**config.mk**
```make
export PLATFORM = sky130hd
export DESIGN_NAME = bitset_rank_select
export DESIGN_NICKNAME = d
export VERILOG_FILES = /design/src/rtl/core/bsrs_pkg.sv /design/src/rtl/core/bitset_rank_select.sv
export SDC_FILE = /design/constraint.sdc
export NUM_CORES = 2
export LEC_CHECK = 0
export BUFFER_PORTS_ARGS = -buffer_cell sky130_fd_sc_hd__clkbuf_2
export CAP_MARGIN = 20
export CELL_PAD_IN_SITES_DETAIL_PLACEMENT = 1
export CELL_PAD_IN_SITES_GLOBAL_PLACEMENT = 1
export CORE_MARGIN = 4
export CORE_UTILIZATION = 56
export DETAILED_ROUTE_END_ITERATION = 12
export PLACE_DENSITY = 0.81
export SETUP_SLACK_MARGIN = 0.3
export SLEW_MARGIN = 20
export SYNTH_ARGS = -nofsm -noshare
export SYNTH_HDL_FRONTEND = slang
export SYNTH_SLANG_ARGS = --single-unit
export TNS_END_PERCENT = 50
```
**constraint.sdc**
```tcl
create_clock -name clk -period 28.6 [get_ports clk]
set_input_delay 2.86 -clock clk [delete_from_list [all_inputs] [get_ports clk]]
set_output_delay 2.86 -clock clk [all_outputs]
set_load 0.01 [all_outputs]
```
**src/rtl/core/bsrs_pkg.sv**
```systemverilog
// Shared constants, command codes and word helpers for the bit-vector rank/select block.
`timescale 1ns / 1ps

package bsrs_pkg;

	localparam int UNIVERSE_SIZE_DEF = 1024;
	localparam int WORD_BITS = 32;
	localparam int BIT_POS_W = $clog2(WORD_BITS);
	localparam int ELEM_W = 10;
	localparam int COUNT_W = 11;
	localparam int CMD_W = 3;
	localparam int TOP_MAX = 1023;
	localparam int WORDS_MAX = (TOP_MAX + 1) / WORD_BITS;
	localparam logic [ELEM_W-1:0] TOP_RESET = 10'd1023;

	typedef enum logic [CMD_W-1:0] {
		CMD_CLEAR  = 3'd0,
		CMD_INSERT = 3'd1,
		CMD_DELETE = 3'd2,
		CMD_MEMBER = 3'd3,
		CMD_RANK   = 3'd4,
		CMD_SELECT = 3'd5,
		CMD_RANGE  = 3'd6,
		CMD_NONE   = 3'd7
	} cmd_t;

	// Adder tree over one 32-bit word, one level per loop.
	function automatic logic [BIT_POS_W:0] popcount32(input logic [WORD_BITS-1:0] w);
		logic [1:0] l1 [16];
		logic [2:0] l2 [8];
		logic [3:0] l3 [4];
		logic [4:0] l4 [2];
		for (int i = 0; i < 16; i++) begin
			l1[i] = {1'b0, w[2*i]} + {1'b0, w[2*i+1]};
		end
		for (int i = 0; i < 8; i++) begin
			l2[i] = {1'b0, l1[2*i]} + {1'b0, l1[2*i+1]};
		end
		for (int i = 0; i < 4; i++) begin
			l3[i] = {1'b0, l2[2*i]} + {1'b0, l2[2*i+1]};
		end
		for (int i = 0; i < 2; i++) begin
			l4[i] = {1'b0, l3[2*i]} + {1'b0, l3[2*i+1]};
		end
		return {1'b0, l4[0]} + {1'b0, l4[1]};
	endfunction

endpackage

```
**src/rtl/core/bitset_rank_select.sv**
```systemverilog
// Bit-vector set with member count, rank, select and range count.
//
// Usage: commands enter on the in channel (cmd, value, range_end) with in_valid/in_ready;
// each command gives exactly one result on the out channel (answer, is_true,
// out_of_range) with out_valid/out_ready. The top element register is written on the
// cfg channel (cfg_valid/cfg_ready, cfg_data); the user must write it only while no
// command is in flight, as the block itself does not enforce this. The set lives in a
// word memory of 32-bit words, one read port and one write port. Clear, the unused
// command and any command that needs no scan (value above the top, select with a bad
// position, empty range) go from accept straight to the result; insert, delete and
// member first read the word, then modify and write it. Rank, select and range count
// run one shared popcount/accumulate/compare unit over the words of the range, one
// word per cycle behind the registered memory read. Select then walks the hit word one
// bit per cycle. One command is in work at a time; in_ready is low from accept until
// the command's result has been handed to the output register. The output register
// holds a finished result while the receiver stalls; the next command is accepted
// meanwhile and waits at its end until the register frees up. Reset empties the set
// (per-word valid bits clear at once), zeroes the count and sets the top element to
// 1023; the block is ready in the first cycle after reset.
`timescale 1ns / 1ps

module bitset_rank_select #(
	parameter int UNIVERSE_SIZE = bsrs_pkg::UNIVERSE_SIZE_DEF
) (
	input  logic                            clk,
	input  logic                            arst_n,
	input  logic                            cfg_valid,
	output logic                            cfg_ready,
	input  logic [bsrs_pkg::ELEM_W-1:0]     cfg_data,
	input  logic                            in_valid,
	output logic                            in_ready,
	input  logic [bsrs_pkg::CMD_W-1:0]      cmd,
	input  logic [bsrs_pkg::COUNT_W-1:0]    value,
	input  logic [bsrs_pkg::ELEM_W-1:0]     range_end,
	output logic                            out_valid,
	input  logic                            out_ready,
	output logic [bsrs_pkg::COUNT_W-1:0]    answer,
	output logic                            is_true,
	output logic                            out_of_range
);

	localparam int WB = bsrs_pkg::WORD_BITS;
	localparam int PW = bsrs_pkg::BIT_POS_W;
	localparam int EW = bsrs_pkg::ELEM_W;
	localparam int CW = bsrs_pkg::COUNT_W;
	localparam int TopCapInt = (UNIVERSE_SIZE - 1 > bsrs_pkg::TOP_MAX) ?
		bsrs_pkg::TOP_MAX : UNIVERSE_SIZE - 1;
	localparam logic [EW-1:0] TopCap = EW'(TopCapInt);
	localparam int WordsFull = (UNIVERSE_SIZE + WB - 1) / WB;
	localparam int Words = (WordsFull > bsrs_pkg::WORDS_MAX) ? bsrs_pkg::WORDS_MAX : WordsFull;
	localparam int WAW = (Words > 1) ? $clog2(Words) : 1;

	typedef enum logic [5:0] {
		ST_IDLE   = 6'b000001,
		ST_MODIFY = 6'b000010,
		ST_SCAN   = 6'b000100,
		ST_FIND   = 6'b001000,
		ST_DONE   = 6'b010000,
		ST_SPARE  = 6'b100000
	} state_t;

	state_t state_q;

	logic [EW-1:0]          top_q;
	bsrs_pkg::cmd_t         cmd_q;
	logic [CW-1:0]          val_q;
	logic [EW-1:0]          lo_q;
	logic [EW-1:0]          hi_q;
	logic [CW-1:0]          acc_q;
	logic [CW-1:0]          cnt_q;
	logic [WAW-1:0]         issue_w_q;
	logic [WAW-1:0]         proc_w_q;
	logic                   issue_done_q;
	logic                   dvld_q;
	logic [WB-1:0]          rdata_q;
	logic                   rvld_q;
	logic [WB-1:0]          find_word_q;
	logic [WAW-1:0]         find_w_q;
	logic [PW-1:0]          find_pos_q;
	logic [PW:0]            need_q;
	logic [CW-1:0]          res_answer_q;
	logic                   res_true_q;
	logic                   res_oor_q;
	logic [CW-1:0]          answer_q;
	logic                   is_true_q;
	logic                   oor_q;
	logic                   out_valid_q;
	logic [Words-1:0]       word_vld_q;

	logic [WB-1:0]          mem [Words];

	bsrs_pkg::cmd_t         cmd_in;
	logic                   accept;
	logic [EW-1:0]          eff_top;
	logic                   above;
	logic [EW-1:0]          rend_clip;
	logic                   rd_en;
	logic [WAW-1:0]         rd_addr;
	logic                   wr_en;
	logic [WAW-1:0]         wr_addr;
	logic [WB-1:0]          wr_data;
	logic [WB-1:0]          cur_word;
	logic                   cur_bit;
	logic [CW-1:0]          cnt_mod;
	logic [WAW-1:0]         lo_w;
	logic [WAW-1:0]         hi_w;
	logic [WB-1:0]          lo_mask;
	logic [WB-1:0]          hi_mask;
	logic [WB-1:0]          masked;
	logic [PW:0]            pc;
	logic [CW-1:0]          sum;
	logic                   out_free;

	assign cmd_in    = bsrs_pkg::cmd_t'(cmd);
	assign in_ready  = (state_q == ST_IDLE);
	assign cfg_ready = 1'b1;
	assign accept    = in_valid && in_ready;
	assign eff_top   = (top_q > TopCap) ? TopCap : top_q;
	assign above     = value > {1'b0, eff_top};
	assign rend_clip = (range_end > eff_top) ? eff_top : range_end;
	assign out_free  = !out_valid_q || out_ready;

	assign cur_word = rvld_q ? rdata_q : '0;
	assign cur_bit  = cur_word[val_q[PW-1:0]];
	assign wr_addr  = val_q[WAW+PW-1:PW];
	assign wr_data  = cur_word ^ (WB'(1) << val_q[PW-1:0]);
	assign wr_en    = (state_q == ST_MODIFY) &&
		((cmd_q == bsrs_pkg::CMD_INSERT && !cur_bit) ||
		 (cmd_q == bsrs_pkg::CMD_DELETE && cur_bit));

	always_comb begin
		cnt_mod = cnt_q;
		if (wr_en && cmd_q == bsrs_pkg::CMD_INSERT) begin
			cnt_mod = cnt_q + CW'(1);
		end else if (wr_en) begin
			cnt_mod = cnt_q - CW'(1);
		end
	end

	always_comb begin
		rd_en   = 1'b0;
		rd_addr = issue_w_q;
		if (accept && !above && (cmd_in == bsrs_pkg::CMD_INSERT ||
			cmd_in == bsrs_pkg::CMD_DELETE || cmd_in == bsrs_pkg::CMD_MEMBER)) begin
			rd_en   = 1'b1;
			rd_addr = value[WAW+PW-1:PW];
		end else if (state_q == ST_SCAN && !issue_done_q) begin
			rd_en = 1'b1;
		end
	end

	// Shared scan unit: mask the word to the range, count, accumulate.
	assign lo_w    = lo_q[WAW+PW-1:PW];
	assign hi_w    = hi_q[WAW+PW-1:PW];
	assign lo_mask = (proc_w_q == lo_w) ? ({WB{1'b1}} << lo_q[PW-1:0]) : {WB{1'b1}};
	assign hi_mask = (proc_w_q == hi_w) ?
		({WB{1'b1}} >> (PW'(WB - 1) - hi_q[PW-1:0])) : {WB{1'b1}};
	assign masked  = cur_word & lo_mask & hi_mask;
	assign pc      = bsrs_pkg::popcount32(masked);
	assign sum     = acc_q + CW'(pc);

	always_ff @(posedge clk) begin
		if (wr_en) begin
			mem[wr_addr] <= wr_data;
		end
		if (rd_en) begin
			rdata_q <= mem[rd_addr];
		end
	end

	always_ff @(posedge clk or negedge arst_n) begin
		if (!arst_n) begin
			state_q      <= ST_IDLE;
			top_q        <= bsrs_pkg::TOP_RESET;
			cnt_q        <= '0;
			word_vld_q   <= '0;
			rvld_q       <= 1'b0;
			dvld_q       <= 1'b0;
			issue_done_q <= 1'b0;
			out_valid_q  <= 1'b0;
		end else begin
			if (cfg_valid && cfg_ready) begin
				top_q <= cfg_data;
			end
			if (rd_en) begin
				rvld_q <= word_vld_q[rd_addr];
			end
			if (wr_en) begin
				word_vld_q[wr_addr] <= 1'b1;
			end
			if (state_q == ST_DONE && out_free) begin
				out_valid_q <= 1'b1;
			end else if (out_valid_q && out_ready) begin
				out_valid_q <= 1'b0;
			end

			unique case (state_q)
				ST_IDLE: begin
					if (accept) begin
						cmd_q        <= cmd_in;
						val_q        <= value;
						acc_q        <= '0;
						res_answer_q <= '0;
						res_true_q   <= 1'b0;
						res_oor_q    <= 1'b0;
						dvld_q       <= 1'b0;
						issue_done_q <= 1'b0;
						state_q      <= ST_DONE;
						unique case (cmd_in) inside
							bsrs_pkg::CMD_CLEAR: begin
								word_vld_q <= '0;
								cnt_q      <= '0;
							end
							bsrs_pkg::CMD_INSERT, bsrs_pkg::CMD_DELETE,
							bsrs_pkg::CMD_MEMBER: begin
								res_answer_q <= cnt_q;
								if (above) begin
									res_oor_q <= 1'b1;
								end else begin
									state_q <= ST_MODIFY;
								end
							end
							bsrs_pkg::CMD_RANK: begin
								lo_q      <= '0;
								hi_q      <= value[EW-1:0];
								issue_w_q <= '0;
								if (above) begin
									res_oor_q <= 1'b1;
								end else begin
									state_q <= ST_SCAN;
								end
							end
							bsrs_pkg::CMD_SELECT: begin
								lo_q      <= '0;
								hi_q      <= eff_top;
								issue_w_q <= '0;
								if (value != '0 && value <= cnt_q) begin
									state_q <= ST_SCAN;
								end
							end
							bsrs_pkg::CMD_RANGE: begin
								lo_q      <= value[EW-1:0];
								hi_q      <= rend_clip;
								issue_w_q <= value[WAW+PW-1:PW];
								if (value <= {1'b0, rend_clip}) begin
									state_q <= ST_SCAN;
								end
							end
							default: begin
								res_answer_q <= cnt_q;
							end
						endcase
					end
				end
				ST_MODIFY: begin
					cnt_q        <= cnt_mod;
					res_answer_q <= cnt_mod;
					res_true_q   <= (cmd_q == bsrs_pkg::CMD_MEMBER) && cur_bit;
					state_q      <= ST_DONE;
				end
				ST_SCAN: begin
					// Issue the next word while the previous one is counted.
					if (rd_en) begin
						issue_w_q    <= issue_w_q + WAW'(1);
						issue_done_q <= (issue_w_q == hi_w);
						proc_w_q     <= issue_w_q;
					end
					dvld_q <= rd_en;
					if (dvld_q) begin
						acc_q <= sum;
						if (cmd_q == bsrs_pkg::CMD_SELECT && sum >= val_q) begin
							need_q      <= (PW+1)'(val_q - acc_q);
							find_word_q <= masked;
							find_w_q    <= proc_w_q;
							find_pos_q  <= '0;
							state_q     <= ST_FIND;
						end else if (proc_w_q == hi_w) begin
							if (cmd_q != bsrs_pkg::CMD_SELECT) begin
								res_answer_q <= sum;
							end
							state_q <= ST_DONE;
						end
					end
				end
				ST_FIND: begin
					// Walk the hit word one bit per cycle down to the wanted member.
					if (find_word_q[0]) begin
						if (need_q == (PW+1)'(1)) begin
							res_answer_q <= CW'({find_w_q, find_pos_q});
							res_true_q   <= 1'b1;
							state_q      <= ST_DONE;
						end
						need_q <= need_q - (PW+1)'(1);
					end
					find_word_q <= find_word_q >> 1;
					find_pos_q  <= find_pos_q + PW'(1);
				end
				ST_DONE: begin
					if (out_free) begin
						answer_q    <= res_answer_q;
						is_true_q   <= res_true_q;
						oor_q       <= res_oor_q;
						state_q     <= ST_IDLE;
					end
				end
				default: begin
					state_q <= ST_IDLE;
				end
			endcase
		end
	end

	assign out_valid    = out_valid_q;
	assign answer       = answer_q;
	assign is_true      = is_true_q;
	assign out_of_range = oor_q;

endmodule

```
== Word-level counts from Yosys, hierarchy flattened ==
Memories as Yosys holds them, arrays and structs flattened. A register that Yosys moved wholly into a read port is not among the register bits.
Cells that the tools add are included.
Storage, ports and cells
  bits in registers: 192
  RAM bits: 1024
  bits of input ports: 39
  logic and storage cells: 243
  memories kept: 1
Operators by class
  $add $sub $neg: 39
  $lt $le $gt $ge: 10
  equality and inequality tests: 33
  shifts and indexed selects: 3
  muxes and demuxes: 76
  bitwise logic cells: 4
  reduce and logical (&&, ||, !) cells: 52
Memory list
  mem: depth 32, bits a word 32, read ports 1, clocked after memory_dff 1, wr ports 1, RTL line bitset_rank_select.sv:90  | logic [WB-1:0] mem [Words];
Operators by type and width (count)
  $mux 32: 9
  $mux 11: 14
  $and 32x32->32: 2
  $pmux 32 s2: 1
  $mux 6: 10
  $mux 5: 9
  $pmux 11 s2: 2
  $pmux 11 s4: 1
  $add 1x1->2: 16
  $or 32x32->32: 1
  $shl 1x5->32 const A: 1
  $shl 32x5->32 const A: 1
  $shr 32x5->32 const A: 1
  $xor 32x32->32: 1
  $pmux 10 s3: 1
  $pmux 5 s2: 3
  $pmux 6 s5: 1
  $add 2x2->3: 8
  $mux 10: 2
  $pmux 10 s2: 1
  $pmux 5 s4: 1
  $reduce_and 4->1: 5
  $lt 5x6->1 const B: 3
  $add 3x3->4: 4
  52 further kinds: 119

== Depth between registers and ports, before layout ==
  depth in word-level cells: 15
  depth in mapped cells: 35
  gate-level depth less buffers: 34

== Worst setup path before layout ==
Ideal clock, no wire load.
  path kind: reg-to-reg
  from: reg proc_w_q[4]
  to: reg need_q[0], enable pin
  arrival: 8.904 ns
  data required time: 28.281 ns
  slack: 19.377 ns
  stages on the path, launching flop included: 33
  path buffers: 1
  clock period less this slack: 9.223 ns
  cell sequence: edfxtp_1 -> xnor2_1 -> nand3_1 -> nor3_1 -> clkbuf_1 -> nand2_1 -> o211ai_1 -> fa_1 -> fa_1 -> fa_1 -> fa_1 -> fa_1 -> inv_1 -> fa_1 -> fa_1 -> fa_1 -> a21o_1 -> a21oi_1 -> o21bai_1 -> a21oi_1 -> nor2b_1 -> o21ai_0 -> nor2_1 -> xor2_1 -> ha_1 -> o21ai_0 -> a21oi_1 -> nand4_1 -> a21o_1 -> nand2_1 -> and3_1 -> o21a_1 -> o21a_1
Between the ends
  longest elaborated chain between the ends: 14
  elaborated cells between the ends (all ways): 42
  those cells by class: add/sub: 32; order compare: 1; eq/ne: 3; mux: 2; bitwise: 2; reduce/logical: 2
RTL lines
  start, declared: RTL line bitset_rank_select.sv:72  | logic [WAW-1:0] proc_w_q;
  start signal, assigned: RTL line bitset_rank_select.sv:266  | proc_w_q <= issue_w_q;
  $eq 5x5->1: RTL line bitset_rank_select.sv:155  | assign lo_mask = (proc_w_q == lo_w) ? ({WB{1'b1}} << lo_q[PW-1:0]) : {WB{1'b1}};
  $mux 32: RTL line bitset_rank_select.sv:155
  $and 32x32->32: RTL line bitset_rank_select.sv:158  | assign masked = cur_word & lo_mask & hi_mask;
  $and 32x32->32 *: RTL line bitset_rank_select.sv:158
  $add 1x1->2: RTL line bsrs_pkg.sv:34  | l1[i] = {1'b0, w[2*i]} + {1'b0, w[2*i+1]};
  $add 2x2->3: RTL line bsrs_pkg.sv:37  | l2[i] = {1'b0, l1[2*i]} + {1'b0, l1[2*i+1]};
  $add 3x3->4: RTL line bsrs_pkg.sv:40  | l3[i] = {1'b0, l2[2*i]} + {1'b0, l2[2*i+1]};
  $add 4x4->5: RTL line bsrs_pkg.sv:43  | l4[i] = {1'b0, l3[2*i]} + {1'b0, l3[2*i+1]};
  $add 5x5->6 *: RTL line bsrs_pkg.sv:45  | return {1'b0, l4[0]} + {1'b0, l4[1]};
  $add 11x6->11 *: RTL line bitset_rank_select.sv:160  | assign sum = acc_q + CW'(pc);
  named net sum[10]: RTL line bitset_rank_select.sv:111  | logic [CW-1:0] sum;
  $ge 11x11->1 *: RTL line bitset_rank_select.sv:271  | if (cmd_q == bsrs_pkg::CMD_SELECT && sum >= val_q) begin
  $logic_and 1x1->1 *: RTL line bitset_rank_select.sv:271
  $ne 2x1->1 (no source line) *
  $reduce_and 5->1 (no source line) *
  end signal, assigned: RTL line bitset_rank_select.sv:272  | need_q <= (PW+1)'(val_q - acc_q);
  end signal, assigned: RTL line bitset_rank_select.sv:293  | need_q <= need_q - (PW+1)'(1);
  end, declared: RTL line bitset_rank_select.sv:80  | logic [PW:0] need_q;
Mark *: on every way through the listed nets, which the timed path passes. The rest lies on a longest branch.
A chain may end at the register's enable or synchronous reset.

== Worst setup path after layout ==
Ends and elaborated chain as after synthesis.

==> impl_summary.log <==
[metrics] startpoint kind of the worst setup timing path: register
[metrics] final routed DRC violation total: 0
[metrics] largest voltage drop on the vdd net: between 0.05 and 0.06 mV
[metrics] share of the yosys chip area belonging to registers: 69.0%
[metrics] count of vias placed by the detailed router: 37300
[metrics] cell with the most instances after synthesis: sky130_fd_sc_hd__nand2_1
[metrics] pre-CTS worst setup slack: around 18 ns
[metrics] top cells by area, synth: sky130_fd_sc_hd__edfxtp_1 (66%), sky130_fd_sc_hd__nand2_1 (8.4%), sky130_fd_sc_hd__and3_1 (3.1%), sky130_fd_sc_hd__a31oi_1 (3.0%), sky130_fd_sc_hd__dfrtp_1 (2.4%)
[metrics] maximum number of buffers from clock root to sink: 3
[metrics] I/O pin total: 55
[metrics] share of cells above drive strength 1: 9.89%
[metrics] vias in the first global route: 39100
[metrics] Gate Count Post-Synth: between 4000 and 5000
[metrics] final total negative setup slack: 0 ns
[metrics] kind of end point of the critical path: register
[metrics] Final Cycle Share: roughly 36%
[metrics] height of the chip: between 300 and 400 um
[metrics] arrival time at the worst endpoint: 10.62 ns
[metrics] Detail Route Antenna Nets: 0
[metrics] Post-synth top cells: sky130_fd_sc_hd__nand2_1 (1202), sky130_fd_sc_hd__edfxtp_1 (1185), sky130_fd_sc_hd__and3_1 (270)
[metrics] minimum setup slack in the final design: 18.38 ns
[metrics] syn_nets: 4461
[metrics] Yosys warning total: 0
[metrics] outcome: completed
[metrics] Worst Max-Slew Pin Slew: 1.13 ns
[metrics] Switching Power: 1.55 mW
[metrics] EDFF count, synth: around 1200
[metrics] number of failing hold endpoints at the final stage: 0
[metrics] netlist area before placement: 0.0539 sq mm
[metrics] clock sink count: 1247
[metrics] most repeated library cell on the critical path: sky130_fd_sc_hd__fa_1
[metrics] max cap viols: 0
[metrics] CP max stage cell: sky130_fd_sc_hd__or2_2
[metrics] Final Wtd Congestion: 0.922
[metrics] drt via density: 6.56
[metrics] clock share of power: around a third
[metrics] detailed-routing iteration count for the pre-antenna-repair pass: 8
[metrics] RSZ-0062 raised after global routing: no
[metrics] most used flip-flop cell after synthesis: sky130_fd_sc_hd__edfxtp_1
[metrics] portion of synthesized cell area occupied by the leading cell type: 66.1%
[metrics] post-CTS clock slew at the launch and capture registers of the worst setup and hold paths: ~0.06 ns
[metrics] CTS tree: done
[metrics] total power density per cell area: approximately 84 mW/mm^2
[metrics] source-to-sink clock delay at the later pin of the worst-skew pair: roughly 0.74 ns
[metrics] total CTS buffers: between 100 and 150
[metrics] cell-internal power: about 3.5 mW
[metrics] nets: 4465
[metrics] crit-path max FO: 38
[metrics] Post-CTS Hold Buffers: 0
[metrics] Slew HR: 24.6%
[metrics] filler cell count: between 9000 and 10000
[metrics] asr flop ratio synth: 4.97%
[metrics] Final Max Slew Viols: 0
[metrics] post-cts sizing count: 0
[metrics] path class of the lowest-slack min-delay path: register to register
[metrics] switch share: between 30 and 40%
[metrics] Leak Pwr: between 20 and 25 nW
[metrics] effective utilization at floorplan: around 57%
[metrics] library cells used by synthesis: 71
[metrics] H-tree level count: 3
[metrics] Gate power share: between 20% and 30%
[metrics] Total Die Area: a little over 0.1 sq mm
[metrics] highest achievable clock rate: approximately 100 MHz
[metrics] pin count of the biggest net entering global routing: between 150 and 200
[metrics] area added between synthesis and finish: 11.3%
[metrics] per-instance average area after synthesis: between 10 and 15 sq um
[metrics] total congestion overflow after global routing: 0
[metrics] post-layout total power: 5.01 mW
[metrics] post-detailed-routing wire length: between 150 and 200 mm
[metrics] IO buf count: 53
[metrics] number of rows in the core area: 113
[metrics] worst endpoint required time: 29.01 ns
[metrics] Min Clock Period, post-route: 10.22 ns
[metrics] antenna violations before repair: 3
[metrics] Core Footprint: between 0.09 and 0.1 sq mm
[metrics] Post-Layout Inst Area: roughly 0.060 sq mm
[metrics] maximum cell stage delay along the critical path: around 0.6 ns
[metrics] number of post-CTS setup repair buffers: 0
[metrics] wire length of the first global-routing pass: 255 mm
[metrics] worst setup skew after layout: 0.0296 ns
[metrics] post-synth top area cell: sky130_fd_sc_hd__edfxtp_1
[metrics] placed instance area: 0.0558 sq mm
[metrics] Yosys reg bits: between 1000 and 1500
[metrics] number of endpoints failing setup at the final stage: 0
[metrics] number of DRC violations after detailed-routing iteration 0: 4685
[metrics] Routed WL per cell: 30.5 um
[metrics] class of the most critical setup path: register to register
[metrics] placed wire-length estimate: 96.5 mm
[metrics] share of total power in sequential cells: 43.2%
[metrics] Chip Width: 318 um
[metrics] cell at the root of the clock tree: sky130_fd_sc_hd__clkbuf_16
[metrics] All-Layer GR Usage: about a third
## kinds of logic (layout without fill, tap and decap cells)
logic type | Yosys count | count (layout) | synth area share (%)
xor+xnor | 81 | 81 | 1.32
simple gates | 1814 | 1814 | 14.9
fa+ha+maj | 105 | 105 | 2.82
other cells | 1 | 3 | 0.00696
buf+inv | 338 | 441 | 2.86
mux | 43 | 43 | 0.996
flops | 1247 | 1247 | 69.0
compound gates | 688 | 688 | 8.12
## through the flow
stage                     hold WS [ns]  utilization (%)  cells
after floorplan                  0.400                -   4317
after global placement           0.401             58.5   5463
after detailed placement         0.406             58.6   5463
after CTS                        0.419             62.8   5685
after global routing             0.431             63.0   5685
final                            0.419             63.0   5687
## worst paths after layout
| path | depth (start not counted) | end | slack, ns | start |
|---|---|---|---|---|
| max in group asynchronous | 2 | issue_done_q | 25.64 | arst_n |
| max | 32 | need_q[0] | 18.38 | proc_w_q[4] |
| min | 0 | answer[2] | 0.42 | res_answer_q[2] |
| min reg2reg | 0 | answer[2] | 0.42 | res_answer_q[2] |
| min in group asynchronous | 2 | word_vld_q[28] | 2.36 | arst_n |
| max reg2reg | 32 | need_q[0] | 18.38 | proc_w_q[4] |
## critical path, delay by kind of cell, from the launching register on
kind | cells | cell delay [ns]
fa+ha+maj | 9 | 4.26
compound gates | 11 | 2.34
simple gates | 8 | 1.96
buf+inv | 2 | 0.49
flops | 1 | 0.45
xor+xnor | 2 | 0.36
## area by class of cell
class	instances	area (sq um)	share of cell area, %
antenna	2	5.00	0.00835
clock buffer	150	3180	5.30
clock inverter	72	845	1.41
inverter	83	312	0.520
multi-input combinational	2732	15900	26.6
sequential	1247	37100	62.0
tap	1265	1580	2.64
timing repair buffer	136	926	1.54
## flip-flops by register name, indices dropped and copies added (netlist names), 6 cells and up
signal	cells
mem	1024
find_word_q	32
rdata_q	32
word_vld_q	32
acc_q	11
answer	11
cnt_q	11
res_answer_q	11
val_q	11
hi_q	10
lo_q	10
top_q	10
need_q	6
## cells in the final DEF (no fill, tap or decap), types with 11 or more instances in the layout
cell type / count
sky130_fd_sc_hd__nand2_1: 1200
sky130_fd_sc_hd__edfxtp_1: 1185
sky130_fd_sc_hd__and3_1: 270
sky130_fd_sc_hd__a31oi_1: 262
sky130_fd_sc_hd__o22ai_1: 137
sky130_fd_sc_hd__clkbuf_16: 123
sky130_fd_sc_hd__nor2_1: 99
sky130_fd_sc_hd__o21ai_0: 93
sky130_fd_sc_hd__inv_1: 83
sky130_fd_sc_hd__buf_4: 80
sky130_fd_sc_hd__ha_1: 78
sky130_fd_sc_hd__a21oi_1: 61
sky130_fd_sc_hd__clkbuf_2: 52
sky130_fd_sc_hd__dfrtp_1: 51
sky130_fd_sc_hd__nand3_1: 41
sky130_fd_sc_hd__nor2_4: 32
sky130_fd_sc_hd__xnor2_1: 29
sky130_fd_sc_hd__nor3_1: 27
sky130_fd_sc_hd__nor4_1: 27
sky130_fd_sc_hd__o21a_1: 27
sky130_fd_sc_hd__fa_1: 27
sky130_fd_sc_hd__clkbuf_1: 27
sky130_fd_sc_hd__and2_1: 26
sky130_fd_sc_hd__clkinv_1: 24
sky130_fd_sc_hd__xor2_1: 22
sky130_fd_sc_hd__mux2i_1: 20
sky130_fd_sc_hd__clkinv_2: 20
sky130_fd_sc_hd__bufinv_16: 18
sky130_fd_sc_hd__a22o_1: 17
sky130_fd_sc_hd__nor2b_1: 16
sky130_fd_sc_hd__a21o_1: 14
sky130_fd_sc_hd__mux2_2: 13
sky130_fd_sc_hd__nand4_1: 12
sky130_fd_sc_hd__nor4_2: 11
sky130_fd_sc_hd__xor2_4: 11
sky130_fd_sc_hd__dfstp_2: 11
## per-layer routing
layer  global-route usage, %  vias to the layer above  part of all wire [%]
li1                        -                    15800                     -
met1                    44.0                    18900                    38
met2                    55.9                     2083                    49
met3                    5.65                      485                   8.8
met4                    15.9                        4                   4.7
met5                       0                        -                 0.016
## power by group through the flow
| stage | Combinational, mW | Clock [mW] | Sequential, mW |
|---|---|---|---|
| global route | 1.31 | 1.75 | 2.17 |
| CTS | 1.19 | 1.66 | 2.16 |
| global placement | 1.10 | 0 | 2.20 |
| finish | 1.20 | 1.65 | 2.17 |
| floorplan | 0.803 | 0 | 2.18 |
| detailed placement | 1.17 | 0 | 2.20 |
(Power assumes the default switching activity.)
